===== config.mk =====
export PLATFORM = sky130hd
export DESIGN_NAME = gspc_cfg
export DESIGN_NICKNAME = d
export VERILOG_FILES = /design/src/hw/rtl/gspc_pkg.sv /design/src/hw/rtl/gspc_cfg.sv
export SDC_FILE = /design/constraint.sdc
export NUM_CORES = 1
export LEC_CHECK = 0
export BUFFER_PORTS_ARGS = -buffer_cell sky130_fd_sc_hd__clkbuf_2
export CAP_MARGIN = 20
export CORE_MARGIN = 10
export CORE_UTILIZATION = 47
export CTS_BUF_LIST = sky130_fd_sc_hd__clkbuf_2 sky130_fd_sc_hd__clkbuf_4 sky130_fd_sc_hd__clkbuf_8
export DETAILED_ROUTE_END_ITERATION = 7
export MAX_ROUTING_LAYER = met4
export PLACE_DENSITY = 0.88
export SLEW_MARGIN = 20
export SYNTH_ARGS = -nofsm -noshare
export SYNTH_HDL_FRONTEND = slang
export SYNTH_SLANG_ARGS = --single-unit

===== constraint.sdc =====
create_clock -name clk -period 1.98 [get_ports clk]
set_input_delay 0.396 -clock clk [delete_from_list [all_inputs] [get_ports clk]]
set_output_delay 0.396 -clock clk [all_outputs]
set_load 0.02 [all_outputs]

===== src/hw/rtl/gspc_pkg.sv =====
package gspc_pkg;

	localparam int SAMPLE_BITS = 12;
	localparam int FRAC_BITS   = 16;
	localparam int CFG_W       = 16;
	localparam int FUNC_W      = 2;
	localparam int PPM_W       = 32;
	localparam int STAT_W      = 2;
	localparam int ADDR_W      = 3;

	// 100 needs seven bits.
	localparam int HUNDRED_W = 7;
	localparam int PROD_W    = CFG_W + SAMPLE_BITS;
	localparam int NUM_W     = PROD_W + HUNDRED_W;
	localparam int DEN_W     = SAMPLE_BITS + CFG_W;
	localparam int DIVD_W    = NUM_W + FRAC_BITS;
	localparam int POS_W     = $clog2(DIVD_W);

	localparam int MQ        = 30;
	localparam int MANT_W    = MQ + 1;
	localparam int LOGQ      = 16;
	localparam int LOG_INT_W = 7;
	localparam int LOG_W     = LOG_INT_W + LOGQ;
	localparam int INV_W     = 19;
	localparam int C_W       = 22;
	localparam int MUL_W     = LOG_W + INV_W;
	localparam int G_W       = MUL_W - LOGQ + 1;
	localparam int SHIFT_W   = 5;

	localparam logic [SAMPLE_BITS-1:0] FULL_SCALE = '1;

	typedef enum logic [STAT_W-1:0] {
		STAT_OK       = 2'd0,
		STAT_SAT      = 2'd1,
		STAT_RAW_ZERO = 2'd2
	} status_t;

	typedef enum logic {
		REG_RO = 1'b0,
		REG_RL = 1'b1
	} reg_idx_t;

	typedef enum logic [2:0] {
		BK_IDLE,
		BK_DIV,
		BK_NORM,
		BK_LOG,
		BK_MUL,
		BK_GAIN,
		BK_EXP,
		BK_OUT
	} bk_state_t;

	typedef struct packed {
		logic [CFG_W-1:0] ro;
		logic [CFG_W-1:0] rl;
	} cfg_t;

	typedef struct packed {
		logic              raw_zero;
		logic [FUNC_W-1:0] sel;
		logic [PROD_W-1:0] prod;
		logic [DEN_W-1:0]  den;
	} fq_entry_t;

	typedef logic [LOGQ-1:0][MANT_W-1:0] root_arr_t;

	function automatic logic [63:0] isqrt64(input logic [63:0] v);
		logic [63:0] res;
		logic [63:0] bitv;
		logic [63:0] rem;
		res  = '0;
		bitv = 64'd1 << 62;
		rem  = v;
		for (int i = 0; i < 32; i++) begin
			if (bitv > rem) begin
				bitv = bitv >> 2;
			end
		end
		for (int i = 0; i < 32; i++) begin
			if (bitv != 0) begin
				if (rem >= res + bitv) begin
					rem = rem - (res + bitv);
					res = (res >> 1) + bitv;
				end else begin
					res = res >> 1;
				end
				bitv = bitv >> 2;
			end
		end
		return res;
	endfunction

	// Successive square roots of two in Q1.30, finest last.
	function automatic root_arr_t root_table();
		root_arr_t   tab;
		logic [63:0] r;
		r = isqrt64(64'd1 << 61);
		for (int i = 0; i < LOGQ; i++) begin
			tab[i] = r[MANT_W-1:0];
			r = isqrt64(r << MQ);
		end
		return tab;
	endfunction

	localparam root_arr_t ROOTS = root_table();

	function automatic logic signed [INV_W-1:0] curve_inv(input logic [FUNC_W-1:0] sel);
		logic signed [INV_W-1:0] v;
		unique case (sel)
			2'd0:    v = -19'sd139438;
			2'd1:    v = -19'sd192753;
			default: v = -19'sd148945;
		endcase
		return v;
	endfunction

	function automatic logic signed [C_W-1:0] curve_c(input logic [FUNC_W-1:0] sel);
		logic signed [C_W-1:0] v;
		unique case (sel)
			2'd0:    v = 22'sd1033408;
			2'd1:    v = 22'sd1397159;
			2'd2:    v = 22'sd1198372;
			default: v = 22'sd1173633;
		endcase
		return v;
	endfunction

endpackage


===== src/hw/rtl/gspc_cfg.sv =====
module gspc_cfg (
	input  logic                       clk,
	input  logic                       arst_n,
	input  logic                       psel,
	input  logic                       penable,
	input  logic                       pwrite,
	input  logic [gspc_pkg::ADDR_W-1:0] paddr,
	input  logic [31:0]                pwdata,
	output logic [31:0]                prdata,
	output logic                       pready,
	output gspc_pkg::cfg_t             cfg
);

	logic [gspc_pkg::CFG_W-1:0] ro_q;
	logic [gspc_pkg::CFG_W-1:0] rl_q;
	logic                       wr_en;

	assign pready = 1'b1;
	assign wr_en  = psel && penable && pwrite;

	// Registers sit on word boundaries; the low address bits are ignored.
	always_ff @(posedge clk or negedge arst_n) begin
		if (!arst_n) begin
			ro_q <= 16'd100;
			rl_q <= 16'd50;
		end else if (wr_en) begin
			unique case (gspc_pkg::reg_idx_t'(paddr[2]))
				gspc_pkg::REG_RO: ro_q <= pwdata[gspc_pkg::CFG_W-1:0];
				gspc_pkg::REG_RL: rl_q <= pwdata[gspc_pkg::CFG_W-1:0];
				default: ;
			endcase
		end
	end

	always_comb begin
		unique case (gspc_pkg::reg_idx_t'(paddr[2]))
			gspc_pkg::REG_RO: prdata = {16'd0, ro_q};
			gspc_pkg::REG_RL: prdata = {16'd0, rl_q};
			default:          prdata = '0;
		endcase
	end

	assign cfg.ro = ro_q;
	assign cfg.rl = rl_q;

endmodule


==> metrics.md <==
| Metric | Value |
|---|---|
| Placement-stage cell area | ~1900 um2 |
| Placeable Area | between 3000 and 4000 um2 |
| Fraction of post-synthesis cell area in the top cell type by area | 0.405 |
| Nets | 215 |
| Die Width | 78.4 um |
| Number of synthesis warnings | 0 |
| Headroom to the max-slew limit | 0.491 |
| Combinational cell fraction of total power | 0.394 |
| Endpoint of the worst register-to-register path | ro_q[12] |
| Number of instances in the synthesized netlist | approximately 110 |
| # rows | 21 |
| Hold Vio Cnt, Final | 0 |
| Global-route wire length before repair | between 5000 and 6000 um |
| Clock transition time at the flip-flop clock pins of the worst setup and hold paths | 90 ps |
| Synth top area cells | dfrtp_1 41%, mux2_2 27%, dfstp_2 9.8%, mux2_4 9.4%, buf_4 8.0% |
| Number of enable-type register cells in the synthesized netlist | 0 |
| Sw Ratio | 0.372 |
| Async SR Flop Fraction | 1.00 |
| Dpl hpwl | around 2800 um |
| Most frequent cell after synthesis | mux2_2 |
| CTS H-tree depth | 2 |
| Total internal power | 1.38 mW |
| Number of max-capacitance violations reported | 0 |
| Effective utilization at floorplan | 0.485 |
| Unrepaired setup endpoints after global routing | no |
| Floorplan die area | 6150 um2 |
| Number of iterations in the first detailed-routing pass | 2 |
| Syn avg cell area | about 15 um2 |
| Minimum clock period | 1750 ps |
| Post-CTS setup buffer count | 0 |
| Maximum number of pins on one net before global-route repair | 33 |
| Buffers on Ports | slightly below 70 |
| Maximum resistive drop on vdd | approximately 0.0006 V |
| Overflow after GRT | 0 |
| Clk Latency, worst-skew pair | approximately 320 ps |
| Remaining routing DRC violations | 0 |
| Clk root buf | clkbuf_4 |
| I/O pins | 105 |
| Initial drt markers | 43 |
| Max Freq | between 500 and 600 MHz |
| Top FF cell, synth | dfrtp_1 |
| Required time worst endpoint | about 1600 ps |
| Number of instances resized during post-cts repair | 0 |
| Clock tree from TritonCTS | yes |
| Worst min-delay path category | input port to async pin |
| Proportion of power drawn by the clock network | 0.185 |
| Yosys cell types | 10 |
| Critical path capture point type | primary output |
| Netlist area before placement | between 1500 and 2000 um2 |
| Setup skew after layout | 0 ps |
| Endpoint arrival time on the critical path | about 1400 ps |
| Number of antenna violations at the first check in global routing | 0 |
| Path depth of the worst reg2reg path | 1 |
| Chip Height | between 70 and 80 um |
| # hold bufs at CTS | 0 |
| Vias per cell | between 4 and 5 |
| Total number of clock tree sinks | 32 |
| Buffer levels on the longest clock path | 2 |
| Global Route Usage Sum | 0.119 |
| Final setup violation count | 0 |
| Leading post-synthesis cells by instance count | 38 x mux2_2, 26 x dfrtp_1, 17 x buf_4 |
| Element type at the critical path start | input port |
| Number of buffers created by CTS | 5 |
| Via Count | slightly above 1000 |
| Net switching power | between 800 and 900 uW |
| Status | completed |
| Ratio of cells with drive above 1 in the final layout | 0.756 |
| Final RePlAce weighted congestion | slightly above 0.7 |
| Reg-to-reg critical path startpoint | ro_q[12] |
| Maximum fanout encountered on the critical timing path | 18 |
| Power density normalized to cell area | 1120 nW/um2 |
| Number of diodes | 0 |
| Via count of the first global-routing pass | between 1000 and 1500 |
| Final cell area excluding filler cells | 1960 um2 |
| Cell type contributing the most total cell area after synthesis | dfrtp_1 |
| Worst Max-Slew Pin Slew | 763 ps |
| Sequential Power Share | 0.422 |
| Leakage power | 1.04 nW |
| Total of flip-flops plus latches after synthesis | 32 |
| Fill cells | about 300 |
| Final ANT Viol Nets | 0 |
| Max Transition Viols Final | 0 |
| Post-route fraction of the period consumed by the critical path | 0.883 |
| Slack of the worst reg-to-reg path | 1200 ps |
| Setup TNS | 0 ps |
| Post-synthesis to final-layout area growth | 22.4% |
| Routed len/inst | approximately 16 um |
| Post-synthesis sequential area ratio | 0.504 |
| Routed WL | between 3000 and 4000 um |
| Worst setup path category | input port to primary output |
worst max path at each step:
stage                        start    endpoint  slack, ps
after floorplan           paddr[2]  prdata[10]        460
after global placement    paddr[2]     ro_q[8]        180
after detailed placement  paddr[2]     ro_q[1]        160
after CTS                 paddr[2]  prdata[10]        200
after global routing      paddr[2]   prdata[1]        160
final                     paddr[2]  prdata[10]        230
power by group through the flow:
stage / logic, mW / registers, mW / clock network [mW]
2_1_floorplan: 0.419 / 1.10 / 0
3_3_place_gp: 0.863 / 0.930 / 0
3_5_place_dp: 0.879 / 0.938 / 0
4_1_cts: 0.881 / 0.926 / 0.426
5_1_grt: 0.922 / 0.953 / 0.459
6_report: 0.863 / 0.925 / 0.405
cell families (layout without fill, tap and decap cells):
group,Yosys count,in the layout,share of synthesized area
buf+inv,21,77,0.104
other cells,2,17,0.00468
simple gates,2,2,0.0281
flops,32,32,0.504
mux,48,48,0.360
area by class of cell:
cell class,instances,area [um2],area share
flip-flops and latches,32,808,0.411
well taps,46,57.6,0.0293
multi-input cells,67,687,0.350
repair buffers,69,345,0.176
clock buffers,8,66.3,0.0338
cell usage in the layout (no fill, tap or decap), drive strengths merged:
master,instances
clkbuf,77
mux2,48
dfrtp,26
conb,17
dfstp,6
nand4b,1
nand4,1
metal layers:
metal  vias to the layer above  share of wire  GRT usage
li1                        477              -          -
met1                       490           0.38      0.117
met2                        46           0.53      0.203
met3                         5          0.071     0.0399
met4                         0          0.018     0.0699
met5                         -              0          -
stage by stage:
| stage | std cells | power [mW] | utilization | setup WS, ps | hold WS (ps) |
|---|---|---|---|---|---|
| after floorplan | 120 | 1.52 | - | 459 | 100 |
| after global placement | 214 | 1.79 | 0.573 | 180 | 503 |
| after detailed placement | 214 | 1.82 | 0.573 | 155 | 506 |
| after CTS | 222 | 2.23 | 0.593 | 200 | 137 |
| after global routing | 222 | 2.33 | 0.593 | 163 | 164 |
| final | 222 | 2.19 | 0.593 | 232 | 125 |
sequential cells by signal (all words and copies together) (netlist names):
register,flops
rl_q,16
ro_q,16
critical path, cell delays in order:
cell and delay [ps]:
clkbuf_2 400, mux2_2 390, clkbuf_2 160
(Power assumes the default switching activity.)
