### src/hw/rtl/gspc_pkg.sv
package gspc_pkg;

	localparam int SAMPLE_BITS = 12;
	localparam int FRAC_BITS   = 16;
	localparam int CFG_W       = 16;
	localparam int FUNC_W      = 2;
	localparam int PPM_W       = 32;
	localparam int STAT_W      = 2;
	localparam int ADDR_W      = 3;

	// 100 needs seven bits.
	localparam int HUNDRED_W = 7;
	localparam int PROD_W    = CFG_W + SAMPLE_BITS;
	localparam int NUM_W     = PROD_W + HUNDRED_W;
	localparam int DEN_W     = SAMPLE_BITS + CFG_W;
	localparam int DIVD_W    = NUM_W + FRAC_BITS;
	localparam int POS_W     = $clog2(DIVD_W);

	localparam int MQ        = 30;
	localparam int MANT_W    = MQ + 1;
	localparam int LOGQ      = 16;
	localparam int LOG_INT_W = 7;
	localparam int LOG_W     = LOG_INT_W + LOGQ;
	localparam int INV_W     = 19;
	localparam int C_W       = 22;
	localparam int MUL_W     = LOG_W + INV_W;
	localparam int G_W       = MUL_W - LOGQ + 1;
	localparam int SHIFT_W   = 5;

	localparam logic [SAMPLE_BITS-1:0] FULL_SCALE = '1;

	typedef enum logic [STAT_W-1:0] {
		STAT_OK       = 2'd0,
		STAT_SAT      = 2'd1,
		STAT_RAW_ZERO = 2'd2
	} status_t;

	typedef enum logic {
		REG_RO = 1'b0,
		REG_RL = 1'b1
	} reg_idx_t;

	typedef enum logic [2:0] {
		BK_IDLE,
		BK_DIV,
		BK_NORM,
		BK_LOG,
		BK_MUL,
		BK_GAIN,
		BK_EXP,
		BK_OUT
	} bk_state_t;

	typedef struct packed {
		logic [CFG_W-1:0] ro;
		logic [CFG_W-1:0] rl;
	} cfg_t;

	typedef struct packed {
		logic              raw_zero;
		logic [FUNC_W-1:0] sel;
		logic [PROD_W-1:0] prod;
		logic [DEN_W-1:0]  den;
	} fq_entry_t;

	typedef logic [LOGQ-1:0][MANT_W-1:0] root_arr_t;

	function automatic logic [63:0] isqrt64(input logic [63:0] v);
		logic [63:0] res;
		logic [63:0] bitv;
		logic [63:0] rem;
		res  = '0;
		bitv = 64'd1 << 62;
		rem  = v;
		for (int i = 0; i < 32; i++) begin
			if (bitv > rem) begin
				bitv = bitv >> 2;
			end
		end
		for (int i = 0; i < 32; i++) begin
			if (bitv != 0) begin
				if (rem >= res + bitv) begin
					rem = rem - (res + bitv);
					res = (res >> 1) + bitv;
				end else begin
					res = res >> 1;
				end
				bitv = bitv >> 2;
			end
		end
		return res;
	endfunction

	// Successive square roots of two in Q1.30, finest last.
	function automatic root_arr_t root_table();
		root_arr_t   tab;
		logic [63:0] r;
		r = isqrt64(64'd1 << 61);
		for (int i = 0; i < LOGQ; i++) begin
			tab[i] = r[MANT_W-1:0];
			r = isqrt64(r << MQ);
		end
		return tab;
	endfunction

	localparam root_arr_t ROOTS = root_table();

	function automatic logic signed [INV_W-1:0] curve_inv(input logic [FUNC_W-1:0] sel);
		logic signed [INV_W-1:0] v;
		unique case (sel)
			2'd0:    v = -19'sd139438;
			2'd1:    v = -19'sd192753;
			default: v = -19'sd148945;
		endcase
		return v;
	endfunction

	function automatic logic signed [C_W-1:0] curve_c(input logic [FUNC_W-1:0] sel);
		logic signed [C_W-1:0] v;
		unique case (sel)
			2'd0:    v = 22'sd1033408;
			2'd1:    v = 22'sd1397159;
			2'd2:    v = 22'sd1198372;
			default: v = 22'sd1173633;
		endcase
		return v;
	endfunction

endpackage

### src/hw/rtl/gspc_queue.sv
module gspc_queue (
	input  logic                clk,
	input  logic                arst_n,
	input  logic                push,
	input  gspc_pkg::fq_entry_t wdata,
	output logic                full,
	input  logic                pop,
	output logic                empty,
	output gspc_pkg::fq_entry_t rdata
);

	gspc_pkg::fq_entry_t slot_q [2];
	logic                wr_ptr_q;
	logic                rd_ptr_q;
	logic [1:0]          cnt_q;

	assign full  = (cnt_q == 2'd2);
	assign empty = (cnt_q == 2'd0);
	assign rdata = slot_q[rd_ptr_q];

	always_ff @(posedge clk or negedge arst_n) begin
		if (!arst_n) begin
			wr_ptr_q <= 1'b0;
			rd_ptr_q <= 1'b0;
			cnt_q    <= 2'd0;
		end else begin
			if (push) wr_ptr_q <= !wr_ptr_q;
			if (pop)  rd_ptr_q <= !rd_ptr_q;
			if (push && !pop)      cnt_q <= cnt_q + 2'd1;
			else if (pop && !push) cnt_q <= cnt_q - 2'd1;
		end
	end

	always_ff @(posedge clk) begin
		if (push) slot_q[wr_ptr_q] <= wdata;
	end

`ifndef NO_ASSERTIONS
	a_no_overflow: assert property (@(posedge clk) disable iff (!arst_n) !(push && full))
		else $error("queue written while full");
	a_no_underflow: assert property (@(posedge clk) disable iff (!arst_n) !(pop && empty))
		else $error("queue read while empty");
	a_count_ptrs: assert property (@(posedge clk) disable iff (!arst_n)
		(cnt_q == 2'd1) |-> (wr_ptr_q != rd_ptr_q))
		else $error("queue pointers disagree with count");
`endif

endmodule

### config.mk
export PLATFORM = sky130hd
export DESIGN_NAME = gspc_queue
export DESIGN_NICKNAME = d
export VERILOG_FILES = /design/src/hw/rtl/gspc_pkg.sv /design/src/hw/rtl/gspc_queue.sv
export SDC_FILE = /design/constraint.sdc
export NUM_CORES = 1
export LEC_CHECK = 0
export BUFFER_PORTS_ARGS = -buffer_cell sky130_fd_sc_hd__buf_2
export CORE_MARGIN = 5
export CORE_UTILIZATION = 35
export DETAILED_ROUTE_END_ITERATION = 6
export PLACE_DENSITY = 0.67
export SLEW_MARGIN = 10
export SYNTH_ARGS = -nofsm -noshare
export SYNTH_HDL_FRONTEND = slang
export SYNTH_SLANG_ARGS = --single-unit
### constraint.sdc
create_clock -name clk -period 7.4 [get_ports clk]
set_input_delay 0.37 -clock clk [delete_from_list [all_inputs] [get_ports clk]]
set_output_delay 0.37 -clock clk [all_outputs]
set_load 0.02 [all_outputs]
==> results of run 1 <==
==> logic make-up (layout without fill, tap and decap cells) <==
logic type / after synthesis / in the layout / synth area share, %
xor+xnor: 5 / 5 / 0.922
fa+ha+maj: 1 / 1 / 0.264
buf+inv: 8 / 159 / 2.85
flops: 122 / 122 / 76.8
mux: 59 / 59 / 18.7
other cells: 0 / 1 / 0
simple gates: 5 / 5 / 0.554
==> power groups by stage <==
stage          clock, mW  combinational, mW  sequential (mW)
4_1_cts            0.892              0.744             1.06
2_1_floorplan          0              0.669            0.969
3_3_place_gp           0              0.738             1.06
3_5_place_dp           0              0.741             1.07
5_1_grt            0.927              0.770             1.07
6_report           0.870              0.725             1.05
==> final timing paths <==
check / startpoint / to / cells past startpoint / slack (ps)
setup / recovery: rd_ptr_q / rdata[20] / 2 / 4870
hold / removal: pop / rd_ptr_q / 2 / 150
setup reg to reg: wr_ptr_q / slot_q[0][39] / 2 / 5370
hold reg to reg: cnt_q[1] / cnt_q[1] / 1 / 510
max in group asynchronous: arst_n / rd_ptr_q / 2 / 6960
min in group asynchronous: arst_n / cnt_q[1] / 2 / 300
==> through the flow <==
| stage | setup slack [ps] | util, % |
|---|---|---|
| 6_report | 4870 | 46.1 |
| 5_1_grt | 4760 | 46.0 |
| 4_1_cts | 4790 | 46.0 |
| 3_5_place_dp | 5200 | 41.2 |
| 3_3_place_gp | 5210 | 41.2 |
| 2_1_floorplan | 3890 | - |
==> metal layers <==
| metal | vias to the layer above | wire [microns] | GRT usage, % |
|---|---|---|---|
| met5 | - | 0 | 0 |
| met3 | 14 | 747 | 5.55 |
| met1 | 1118 | 3230 | 10.9 |
| met2 | 87 | 4170 | 17.7 |
| met4 | 0 | 172 | 5.49 |
| li1 | 1066 | - | - |
==> synth_stat cells <==
master      n
mux2_4     59
ha_1        1
nor2_1      2
xnor2_1     1
buf_6       1
dfrtp_1     4
xor2_1      4
buf_12      6
and2_1      1
edfxtp_1  118
inv_1       1
nor2b_1     2
==> final cells by class <==
cell class,count,area [sq um]
inverter,1,3.75
antenna,1,2.50
clock buffer,19,433
multi-input combinational,70,977
fill,1135,7170
clock inverter,13,200
timing repair buffer,126,641
tap,176,220
sequential,122,3650
==> critical path, stage by stage, from the launching register on <==
cell and delay (ps):
dfrtp_4 1200, mux2_4 360, buf_2 170
==> state kept, by name (all words and copies together), names as in the netlist <==
| register | cells |
|---|---|
| cnt_q | 2 |
| rd_ptr_q | 1 |
| slot_q | 118 |
| wr_ptr_q | 1 |
==> what timing repair did <==
| action | 4_1_cts | 5_1_grt |
|---|---|---|
| setup endpoints to repair | 0 | 0 |
| hold buffers | 1 | 0 |
| endpoints found under the hold margin | 4 | 0 |
==> flow_summary.ini, run 1 <==
[power]
p_seq_share_pct = 39.7
switching_power_mw = 0.768
finalPower_mw = 2.64
combPwrFrac_pct = 27.4
sw_frac_of_total_pct = 29.0
p_per_area_nw_per_um2 = 432
leakage_nw = 2.49
vdd_drop_max_mv = 0.214
p_int_mw = 1.88
power.share.clock_pct = 32.9

[clock_tree]
htreeDepth = 4
cts_setup_buffers = 0
cts-root-buf = clkbuf_16
cts_tree = yes
clock_latency_ps = 400
cts_resized = 0
clk_pin_slew_worst_paths_ps = 60
cts.sinks = 122
cts-buffers-inserted = 17
cts_max_path_buffers = 2

[route]
vias_per_cell = 4.33
wirelength_microns = 8310
wl_per_cell_microns = 15.7
num_vias = 2285
dr.first_iter.drc_count = 101
post-route-drc-count = 0
first_pass_iters = 4
antenna_left = 0

[die]
die_y_microns = 126
start_util_pct = 35.7
rows = 42
core_area_sq_um = 13300
die_x_microns = 126
io_pins = 124
die_area_sq_um = 16000

[global_route]
antenna_found_initial = 0
grt_pass1_vias = 2516
grt_use_total_pct = 10.7
overflow = 0
grt_max_degree = 61
grt_pass1_wl_microns = 12600

[yosys]
synth_top_area_share_pct = 74.6
yosysUniqueCellTypes = 12
synth_area_sq_um = 4750
synth-seq-area-share_pct = 76.8
synth.avg_cell_area_sq_um = 23.7
synthCells = 200
ys_warn_count = 0
syn-num-nets = 264
yosys-top-cells-area = edfxtp_1 75%, mux2_4 19%, buf_12 2.5%
yosysTopAreaCell = edfxtp_1
ys_ff_latch = 122

[worst_setup_path]
cp_data_arrival_time_ps = 2160
start_kind = flop
critPathCaptureType = output pin
path_max_fanout = 60
worstSetupPathType = reg -> out
cp_data_required_time_ps = 7030

[place]
gp_congestion = 0.690
placed_cell_area_sq_um = 5480
io_buffers = 123
dp.cells = 494
dp_hpwl_microns = 5350

[sta]
max_slew.worst_pin.slew_ps = 1150
finalSetupViolCount = 0
hold_viol = 0
hold_ws_ps = 149
fmax_ghz = 0.395
fin_crit_ps = 2530
maxSlewViolCount = 0
final.setup_skew_ps = 7.33
period_share_pct = 34.2
rsz0062_at_grt = no
relSlewSlack_pct = 23.1
setup_tns_ps = 0

[finish]
most-common-layout-cells = 123 x buf_2, 118 x edfxtp_1, 59 x mux2_4
final_common_cell = buf_2
design_area_sq_um = 6120
fin_cells = 528
nNetsFinal = 402
drive_above_1_share_pct = 61.3
syn2layout_area_growth_pct = 29.0

[status]
status = complete, no violations

[flow_run]
cap_violations = 0

[worst_hold_path]
hp-class = in -> reg
No activity file was read; power rests on OpenSTA's default activity.
==> run 2, diff against run 1 <==
- clock period: 7.4 -> 2.65 ns (I/O delays scaled with it)
==> flow_summary.ini, run 2 (same netlist as run 1, synthesis figures left out) <==
[status]
status = complete, no violations

[sta]
final.setup_skew_ps = 11.7
maxSlewViolCount = 0
period_share_pct = 80.1
relSlewSlack_pct = 65.6
rsz0062_at_grt = no
hold_viol = 0
fin_crit_ps = 2120
max_slew.worst_pin.slew_ps = 516
fmax_ghz = 0.471
worst_slack_ps = 528
hold_ws_ps = 63.0
setup_tns_ps = 0
finalSetupViolCount = 0

[worst_setup_path]
path_cells = buf_4, mux2_4, buf_2
slowest_delay_ps = 760
worstSetupPathType = reg -> out
critPathCaptureType = output pin
cp_data_arrival_time_ps = 1990
cpMaxStageDelayCell = dfrtp_4
crit_path_start = rd_ptr_q
rr_worst_depth = 2
cp_data_required_time_ps = 2520
path_max_fanout = 27
rr_startpoint = wr_ptr_q
start_kind = flop

[global_route]
antenna_found_initial = 0
overflow = 0
grt_pass1_vias = 2876
grt_pass1_wl_microns = 14000
grt_use_total_pct = 11.5
grt_max_degree = 60

[place]
io_buffers = 123
pre_cts_ws_ps = 916
dp_hpwl_microns = 5350
gp_congestion = 0.683

[clock_tree]
cts.sinks = 122
cts-root-buf = clkbuf_16
clk_pin_slew_worst_paths_ps = 50
cts_max_path_buffers = 2
cts_tree = yes
cts-buffers-inserted = 17
clock_latency_ps = 420
htreeDepth = 4
cts_resized = 0

[finish]
register_area_sq_um = 3650
nNetsFinal = 465
largest_register_ffs = 118
drive_above_1_share_pct = 52.7
syn2layout_area_growth_pct = 42.4
multi_input_area_sq_um = 977
fillers = 1096
most-common-layout-cells = 123 x buf_2, 118 x edfxtp_1, 62 x dlygate4sd3_1
top_register = slot_q
top_regs = slot_q (118), cnt_q (2)
num_antenna_cells = 0
final_common_cell = buf_2

[route]
antenna_left = 0
num_vias = 2506
post-route-drc-count = 0
first_pass_iters = 4
wl_per_cell_microns = 15.1
dr.first_iter.drc_count = 88
wirelength_microns = 8900
vias_per_cell = 4.25

[die]
core_area_sq_um = 13300
io_pins = 124
rows = 42
die_y_microns = 126
die_area_sq_um = 16000
die_x_microns = 126
start_util_pct = 35.7

[power]
vdd_drop_max_mv = 0.544
p_per_area_nw_per_um2 = 1090
finalPower_mw = 7.38
leakage_nw = 2.76

[flow_run]
cap_violations = 0

[worst_hold_path]
hp-class = in -> async
==> run 2: final timing paths <==
| path | end | slack [ps] |
|---|---|---|
| worst min-delay path | cnt_q[0] | 60 |
| worst min register to register | cnt_q[1] | 540 |
| worst max register to register | slot_q[1][23] | 1370 |
| max in group asynchronous | rd_ptr_q | 2440 |
| worst max-delay path | rdata[3] | 530 |
| min in group clk | slot_q[1][49] | 440 |
==> run 2: routing by layer <==
| metal | global-route usage, % | routed length [microns] |
|---|---|---|
| met1 | 11.7 | 3390 |
| met2 | 20.2 | 4760 |
| met3 | 5.13 | 606 |
| met4 | 5.30 | 146 |
| met5 | 0 | 0 |
==> run 2: worst max-delay path: cells and delay by family, from the launching register on <==
family | cells | cell delay (ps)
buffers and inverters | 2 | 490
flip-flops | 1 | 760
multiplexers | 1 | 320
==> run 2: timing repair <==
action / CTS / global route
endpoints found under the hold margin: 124 / 0
setup buffers: 0 / 0
hold buffers: 62 / 0
==> run 2: cell type report <==
type | count | share of cell area [%]
flip-flops and latches | 122 | 53.9
repair buffers | 189 | 19.3
multi-input cells | 70 | 14.5
clock buffers | 24 | 7.27
well taps | 176 | 3.26
clock inverters | 8 | 1.74
inverters | 1 | 0.0555
==> run 2: metrics by stage <==
stage	cell area [sq um]	utilization, %	std cells
after floorplan	4750	-	200
after global placement	5530	41.6	496
after detailed placement	5530	41.6	496
after CTS	6760	50.9	590
after global routing	6760	50.9	590
final	6760	50.9	590
==> run 2: where the power goes <==
group / internal [mW] / switching (mW) / total (mW)
Combinational: 1.10 / 1.17 / 2.26
Clock: 1.57 / 0.754 / 2.32
Sequential: 2.57 / 0.223 / 2.79
Total: 5.24 / 2.14 / 7.38
