### config.mk
export PLATFORM = sky130hd
export DESIGN_NAME = gspc_front
export DESIGN_NICKNAME = d
export VERILOG_FILES = /design/src/hw/rtl/gspc_pkg.sv /design/src/hw/rtl/gspc_front.sv
export SDC_FILE = /design/constraint.sdc
export NUM_CORES = 1
export LEC_CHECK = 0
export ABC_AREA = 1
export BUFFER_PORTS_ARGS = -buffer_cell sky130_fd_sc_hd__buf_4
export CORE_UTILIZATION = 50
export DETAILED_ROUTE_END_ITERATION = 10
export PLACE_DENSITY = 0.68
export SLEW_MARGIN = 10
export SYNTH_ARGS = -nofsm -noshare
export SYNTH_HDL_FRONTEND = slang
export SYNTH_SLANG_ARGS = --single-unit
### constraint.sdc
create_clock -name clk -period 8.6 [get_ports clk]
set_input_delay 0.86 -clock clk [delete_from_list [all_inputs] [get_ports clk]]
set_output_delay 0.86 -clock clk [all_outputs]
set_load 0.01 [all_outputs]
### src/hw/rtl/gspc_pkg.sv
package gspc_pkg;

	localparam int SAMPLE_BITS = 12;
	localparam int FRAC_BITS   = 16;
	localparam int CFG_W       = 16;
	localparam int FUNC_W      = 2;
	localparam int PPM_W       = 32;
	localparam int STAT_W      = 2;
	localparam int ADDR_W      = 3;

	// 100 needs seven bits.
	localparam int HUNDRED_W = 7;
	localparam int PROD_W    = CFG_W + SAMPLE_BITS;
	localparam int NUM_W     = PROD_W + HUNDRED_W;
	localparam int DEN_W     = SAMPLE_BITS + CFG_W;
	localparam int DIVD_W    = NUM_W + FRAC_BITS;
	localparam int POS_W     = $clog2(DIVD_W);

	localparam int MQ        = 30;
	localparam int MANT_W    = MQ + 1;
	localparam int LOGQ      = 16;
	localparam int LOG_INT_W = 7;
	localparam int LOG_W     = LOG_INT_W + LOGQ;
	localparam int INV_W     = 19;
	localparam int C_W       = 22;
	localparam int MUL_W     = LOG_W + INV_W;
	localparam int G_W       = MUL_W - LOGQ + 1;
	localparam int SHIFT_W   = 5;

	localparam logic [SAMPLE_BITS-1:0] FULL_SCALE = '1;

	typedef enum logic [STAT_W-1:0] {
		STAT_OK       = 2'd0,
		STAT_SAT      = 2'd1,
		STAT_RAW_ZERO = 2'd2
	} status_t;

	typedef enum logic {
		REG_RO = 1'b0,
		REG_RL = 1'b1
	} reg_idx_t;

	typedef enum logic [2:0] {
		BK_IDLE,
		BK_DIV,
		BK_NORM,
		BK_LOG,
		BK_MUL,
		BK_GAIN,
		BK_EXP,
		BK_OUT
	} bk_state_t;

	typedef struct packed {
		logic [CFG_W-1:0] ro;
		logic [CFG_W-1:0] rl;
	} cfg_t;

	typedef struct packed {
		logic              raw_zero;
		logic [FUNC_W-1:0] sel;
		logic [PROD_W-1:0] prod;
		logic [DEN_W-1:0]  den;
	} fq_entry_t;

	typedef logic [LOGQ-1:0][MANT_W-1:0] root_arr_t;

	function automatic logic [63:0] isqrt64(input logic [63:0] v);
		logic [63:0] res;
		logic [63:0] bitv;
		logic [63:0] rem;
		res  = '0;
		bitv = 64'd1 << 62;
		rem  = v;
		for (int i = 0; i < 32; i++) begin
			if (bitv > rem) begin
				bitv = bitv >> 2;
			end
		end
		for (int i = 0; i < 32; i++) begin
			if (bitv != 0) begin
				if (rem >= res + bitv) begin
					rem = rem - (res + bitv);
					res = (res >> 1) + bitv;
				end else begin
					res = res >> 1;
				end
				bitv = bitv >> 2;
			end
		end
		return res;
	endfunction

	// Successive square roots of two in Q1.30, finest last.
	function automatic root_arr_t root_table();
		root_arr_t   tab;
		logic [63:0] r;
		r = isqrt64(64'd1 << 61);
		for (int i = 0; i < LOGQ; i++) begin
			tab[i] = r[MANT_W-1:0];
			r = isqrt64(r << MQ);
		end
		return tab;
	endfunction

	localparam root_arr_t ROOTS = root_table();

	function automatic logic signed [INV_W-1:0] curve_inv(input logic [FUNC_W-1:0] sel);
		logic signed [INV_W-1:0] v;
		unique case (sel)
			2'd0:    v = -19'sd139438;
			2'd1:    v = -19'sd192753;
			default: v = -19'sd148945;
		endcase
		return v;
	endfunction

	function automatic logic signed [C_W-1:0] curve_c(input logic [FUNC_W-1:0] sel);
		logic signed [C_W-1:0] v;
		unique case (sel)
			2'd0:    v = 22'sd1033408;
			2'd1:    v = 22'sd1397159;
			2'd2:    v = 22'sd1198372;
			default: v = 22'sd1173633;
		endcase
		return v;
	endfunction

endpackage

### src/hw/rtl/gspc_front.sv
module gspc_front (
	input  logic                            clk,
	input  logic                            arst_n,
	input  gspc_pkg::cfg_t                  cfg,
	input  logic                            in_valid,
	output logic                            in_ready,
	input  logic [gspc_pkg::SAMPLE_BITS-1:0] raw,
	input  logic [gspc_pkg::FUNC_W-1:0]     sel,
	output logic                            push,
	input  logic                            q_full,
	output gspc_pkg::fq_entry_t             entry
);

	logic                       valid_s1;
	gspc_pkg::fq_entry_t        entry_s1;
	logic [gspc_pkg::CFG_W-1:0] ro_eff;

	assign ro_eff   = (cfg.ro == '0) ? gspc_pkg::CFG_W'(1) : cfg.ro;
	assign push     = valid_s1 && !q_full;
	assign in_ready = !valid_s1 || !q_full;
	assign entry    = entry_s1;

	always_ff @(posedge clk or negedge arst_n) begin
		if (!arst_n) begin
			valid_s1 <= 1'b0;
		end else if (in_ready) begin
			valid_s1 <= in_valid;
		end
	end

	// Split the ratio into numerator and denominator products here, so the
	// back end only has to scale by 100 and divide.
	always_ff @(posedge clk) begin
		if (in_ready && in_valid) begin
			entry_s1.raw_zero <= (raw == '0);
			entry_s1.sel      <= sel;
			entry_s1.prod     <= cfg.rl * (gspc_pkg::FULL_SCALE - raw);
			entry_s1.den      <= raw * ro_eff;
		end
	end

endmodule

==> flow_summary.yaml, run 1 <==
power:
  ir_drop_mv: 0.327
  p_leak_nw: 9.95
  power_mw: 6.83
  p_per_area_nw_per_um2: 404
placement:
  placed_cell_area_um2: 16600
  place_hpwl_mm: 32.1
  place.port_buffers: 110
  gp_routability_congestion: 0.908
  pre_cts_ws_ps: 2640
  placed_cells: 2492
logic_synthesis:
  syn_inst: 2043
  synthesis.nets: 2521
  syn_avg_cell_area_um2: 7.60
  ys_seq_area_share_pct: 11.6
  syn_area_um2: 15500
  synth_top_area_cell: "fa_1"
  synth_top_area_share_pct: 36.1
  ys_warn_count: 0
  synth.distinct_cells: 26
  ys_seq_elements: 60
  synth.area.top_cells: "fa_1, nand2_1, inv_1, ha_1, edfxtp_1"
layout:
  drive_above_1_share_pct: 7.72
  regArea_um2: 1800
  stdcell_area_um2: 16900
  diodes: 0
  fillers: 2913
  area_delta_synth_final_pct: 8.99
  final_nets: 2585
  fin_util_pct: 55.3
  instances_no_fill: 2508
  multiInputGateArea_um2: 11300
worst_setup_path:
  path_cells: "buf_4 > inv_1 > nand2_1 > fa_1 > inv_1 > fa_1 > fa_1 > inv_1 > fa_1 > inv_1 > fa_1 > ha_1 > nand2_2 > inv_1 > a21oi_1 > inv_1 > a21oi_1 > nand2_1 > nand2_1 > nand2_1"
  crit_family: "adder cells"
  crit_type: "in2reg"
  path_common_cell: "inv_1"
  reg2reg_setup_slack_ps: 7000
  cp.arrival_ps: 5750
  cp-end-kind: "flop"
  start_kind: "input port"
  r2r_cells: 2
  cp_slowest_cell: "fa_1"
  r2r_end: "entry[47]"
  r2r_start: "valid_s1"
  required_ps: 8710
  path_max_fanout: 18
  cp_slowest_stage_delay_ps: 590
  crit_buf_inv: 7
sta:
  setup_ws_ps: 2950
  fmax_mhz: 177
  hold_viol: 0
  fin_crit_sh_pct: 65.7
  final.min_clock_period_ps: 5650
  finClkSkew_ps: 17.4
  maxSlewViolCount: 0
  hold_ws_ps: 270
  rsz0062_at_grt: "no"
  setup_tns_ps: 0
  setup_viol: 0
  worstMarginPinSlew_ps: 776
  slew_headroom_pct: 48.3
min_path:
  hold_path.class: "in2async"
die:
  die-area_um2: 31700
  die_w_um: 178
  coreArea_um2: 30600
  die_h_um: 178
  io_pins: 111
  start_util_pct: 50.7
  rows: 64
global_routing:
  grtUsageTotal_pct: 26.1
  grt_pass1_wl_mm: 63.8
  antenna_found_initial: 0
  grt_pass1_vias: 13035
  grt-ovfl-total: 0
  grt_max_degree: 60
clock_tree:
  clk_pin_slew_ps: 50
  cts_resized: 0
  post_cts_buffers: 0
  clock_path_buffers: 2
  htreeDepth: 3
  ctsHoldBuffers: 0
  clock-sinks: 60
  cts_root_buffer: "clkbuf_16"
  cts_tree: "built"
  cts_buffers: 9
  clock_latency_ps: 370
routing:
  postRouteAntennaNets: 0
  viasPerCell: 5.00
  wirelength_mm: 38.1
  dr.pass1.iters: 6
  drt_iter0_drc: 904
  route.detailed.drc: 0
  vias: 12550
  post_drt_wl_per_cell_um: 15.2
status:
  outcome: "finished clean"
run:
  max_cap_viol_count: 0
[synth_stat cells (all sizes together)]
library cell	n
a21oi	26
buf	16
ha	148
xor2	24
nor3	4
fa	280
nor2	168
nand4	14
dfrtp	1
or2	1
nand2	610
nand3b	4
nand3	49
clkbuf	42
and2	2
nor4	2
xnor2	3
inv	588
clkinv	2
edfxtp	59
[flip-flops by register name, indices dropped and copies added (netlist names)]
name and count:
entry 59, valid_s1 1
[power breakdown]
group | total [mW] | switching (mW) | internal [mW]
Sequential | 0.697 | 0.0306 | 0.666
Combinational | 5.77 | 3.72 | 2.05
Clock | 0.368 | 0.148 | 0.219
[metal layers]
metal / track usage, % / vias up / share of wire, %
met4: 9.25 / 0 / 3.0
met3: 3.99 / 72 / 6.0
met2: 44.7 / 465 / 49
met5: 0 / - / 0
li1: - / 5965 / -
met1: 33.4 / 6048 / 42
[logic make-up after synthesis]
kind of cell | Yosys count | synth area share [%]
buffers and inverters | 648 | 15.7
xor gates and xnor gates | 27 | 1.52
and+or+nand+nor | 854 | 22.2
adders and majority gates | 428 | 48.1
DFF | 60 | 11.6
AOI/OAI and AO/OA | 26 | 0.863
[worst max path at each step]
stage           start         to  slack [ps]  depth (start not counted)
2_1_floorplan  raw[1]  entry[48]        3200                         21
3_3_place_gp   raw[1]  entry[48]        2670                         20
3_5_place_dp   raw[1]  entry[48]        2640                         20
4_1_cts        raw[1]  entry[48]        3010                         20
5_1_grt        raw[1]  entry[48]        2640                         20
6_report       raw[1]  entry[48]        2950                         20
[area by class of cell]
cell class | count | area share [%]
clock inverters | 7 | 0.340
well taps | 396 | 2.93
multi-input cells | 1335 | 66.8
flip-flops and latches | 60 | 10.6
repair buffers | 111 | 4.93
inverters | 590 | 13.1
clock buffers | 9 | 1.33
[placed cells by master (no fill, tap or decap)]
master / count
nand2_1: 593
inv_1: 587
fa_1: 280
nor2_1: 148
ha_1: 148
buf_4: 111
edfxtp_1: 59
nand3_1: 49
a21oi_1: 24
xor2_1: 24
nand2_2: 17
nor2_2: 15
nand4_1: 14
clkbuf_16: 9
clkinv_1: 6
nor2_4: 5
nand3b_1: 4
nor3_1: 4
xnor2_1: 3
nor4_1: 2
and2_1: 2
or2_1: 1
inv_2: 1
a21oi_2: 1
a21oi_4: 1
bufinv_16: 1
clkinvlp_4: 1
clkinv_2: 1
dfrtp_1: 1
No activity file was read; power rests on OpenSTA's default activity.
==> run 2: changes to the inputs <==
Clock period 8.6 ns to 5.7 ns, I/O delays scaled along.
==> run 2 against run 1 <==
  * Critical path depth is the same
  * Largest cell class unchanged
  * Hold slack gained 110 ps
  * Non-clock buffer count grew 16
==> flow_summary.yaml, run 2 (synthesis results as in run 1) <==
die:
  start_util_pct: 50.7
  rows: 64
  die_w_um: 178
  die-area_um2: 31700
  coreArea_um2: 30600
  die_h_um: 178
  io_pins: 111
placement:
  gp_routability_congestion: 0.927
  placed_cell_area_um2: 16700
  place_hpwl_mm: 32.5
  place.port_buffers: 110
global_routing:
  grt_max_degree: 60
  antenna_found_initial: 0
  grtUsageTotal_pct: 25.7
  grt_pass1_vias: 12823
  grt_pass1_wl_mm: 63.2
  grt-ovfl-total: 0
routing:
  vias: 12479
  route.detailed.drc: 0
  drt_iter0_drc: 769
  postRouteAntennaNets: 0
  wirelength_mm: 37.6
  viasPerCell: 4.95
  post_drt_wl_per_cell_um: 14.9
  dr.pass1.iters: 5
clock_tree:
  clock_latency_ps: 370
  clock-sinks: 60
  cts_tree: "built"
  cts_buffers: 9
  cts_root_buffer: "clkbuf_16"
  clk_pin_slew_ps: 50
  clock_path_buffers: 2
  htreeDepth: 3
layout:
  fillers: 2914
  final_nets: 2601
  multiInputGateArea_um2: 11300
  stdcell_area_um2: 17000
  diodes: 0
  drive_above_1_share_pct: 8.42
  final_common_cell: "nand2_1"
  fin_util_pct: 55.6
  area_delta_synth_final_pct: 9.63
  final_cell_mix: "nand2_1, inv_1, fa_1"
  largest_reg_flops: 59
  regArea_um2: 1800
worst_setup_path:
  cp_slowest_stage_delay_ps: 550
  cp.arrival_ps: 5180
  crit_type: "in2reg"
  reg2reg_setup_slack_ps: 4080
  path_cells: "buf_4 > inv_1 > buf_4 > nand2_1 > fa_1 > inv_1 > fa_1 > fa_1 > inv_1 > fa_1 > fa_1 > inv_1 > ha_1 > nand2_1 > nor2_2 > nand3_1 > nand2_2 > nand2_1 > nand4_1 > nand2_1"
  crit_buf_inv: 6
  path_common_cell: "fa_1"
  crit_family: "adder cells"
  cp-end-kind: "flop"
  required_ps: 5820
  r2r_end: "entry[56]"
  r2r_cells: 2
  start_kind: "input port"
  cp_slowest_cell: "fa_1"
  r2r_start: "valid_s1"
  path_max_fanout: 10
sta:
  final.min_clock_period_ps: 5060
  hold_viol: 0
  setup_viol: 0
  fmax_mhz: 198
  rsz0062_at_grt: "no"
  fin_crit_sh_pct: 88.8
  maxSlewViolCount: 0
  finClkSkew_ps: 5.95
  hold_ws_ps: 382
  worstMarginPinSlew_ps: 805
  setup_tns_ps: 0
  slew_headroom_pct: 46.3
min_path:
  hp-start: "sel[0]"
  hold_path.class: "in2reg"
  min_to: "entry[56]"
  hold_depth: 1
power:
  p_per_area_nw_per_um2: 597
  ir_drop_mv: 0.465
  p_leak_nw: 10.0
status:
  outcome: "finished clean"
run:
  max_cap_viol_count: 0
[run 2: cell types whose count changed in the layout (fill, tap and decap cells not counted), sizes merged]
cell,previous run,this run
clkinvlp,1,3
buf,111,126
bufinv,1,0
clkbuf,9,11
dlygate4sd3,0,1
clkinv,7,3
[run 2: routing by layer]
metal / global-route usage [%] / wire, um
met1: 34.4 / 16400
met2: 42.2 / 18000
met3: 4.67 / 2320
met4: 7.98 / 878
met5: 0 / 0
[run 2: layout make-up]
cell class              instances  share of cell area [%]
well taps                     396                    2.91
inverters                     590                    13.0
repair buffers                127                    5.62
clock inverters                 4                   0.162
flip-flops and latches         60                    10.6
clock buffers                  11                    1.37
multi-input cells            1335                    66.4
[run 2: how the worst max path moves through the flow]
stage               startpoint   endpoint  cells past startpoint
global route            raw[5]  entry[55]                     18
detailed placement      raw[3]  entry[55]                     20
CTS                     raw[5]  entry[55]                     18
global placement        raw[5]  entry[43]                     18
floorplan               raw[1]  entry[48]                     21
finish                  raw[3]  entry[55]                     20
[run 2: stage by stage]
step,total power [mW],worst slack [ps],cells
final,10.2,640,2523
after global routing,11.5,374,2523
after CTS,10.2,659,2523
after detailed placement,9.66,286,2507
after global placement,9.55,343,2507
after floorplan,7.48,590,2043
[run 2: what timing repair did]
action                                 4_1_cts  5_1_grt
hold buffers                                 1        0
endpoints found under the hold margin        1        0
buffers inserted                             0        0
resized for setup                            0        0
[run 2: power by group]
group          leakage [nW]  switching [mW]  internal, mW
combinational          9.31            5.49          3.10
sequential            0.577          0.0516          1.01
clock                 0.118           0.214         0.290
total                  10.0            5.76          4.39
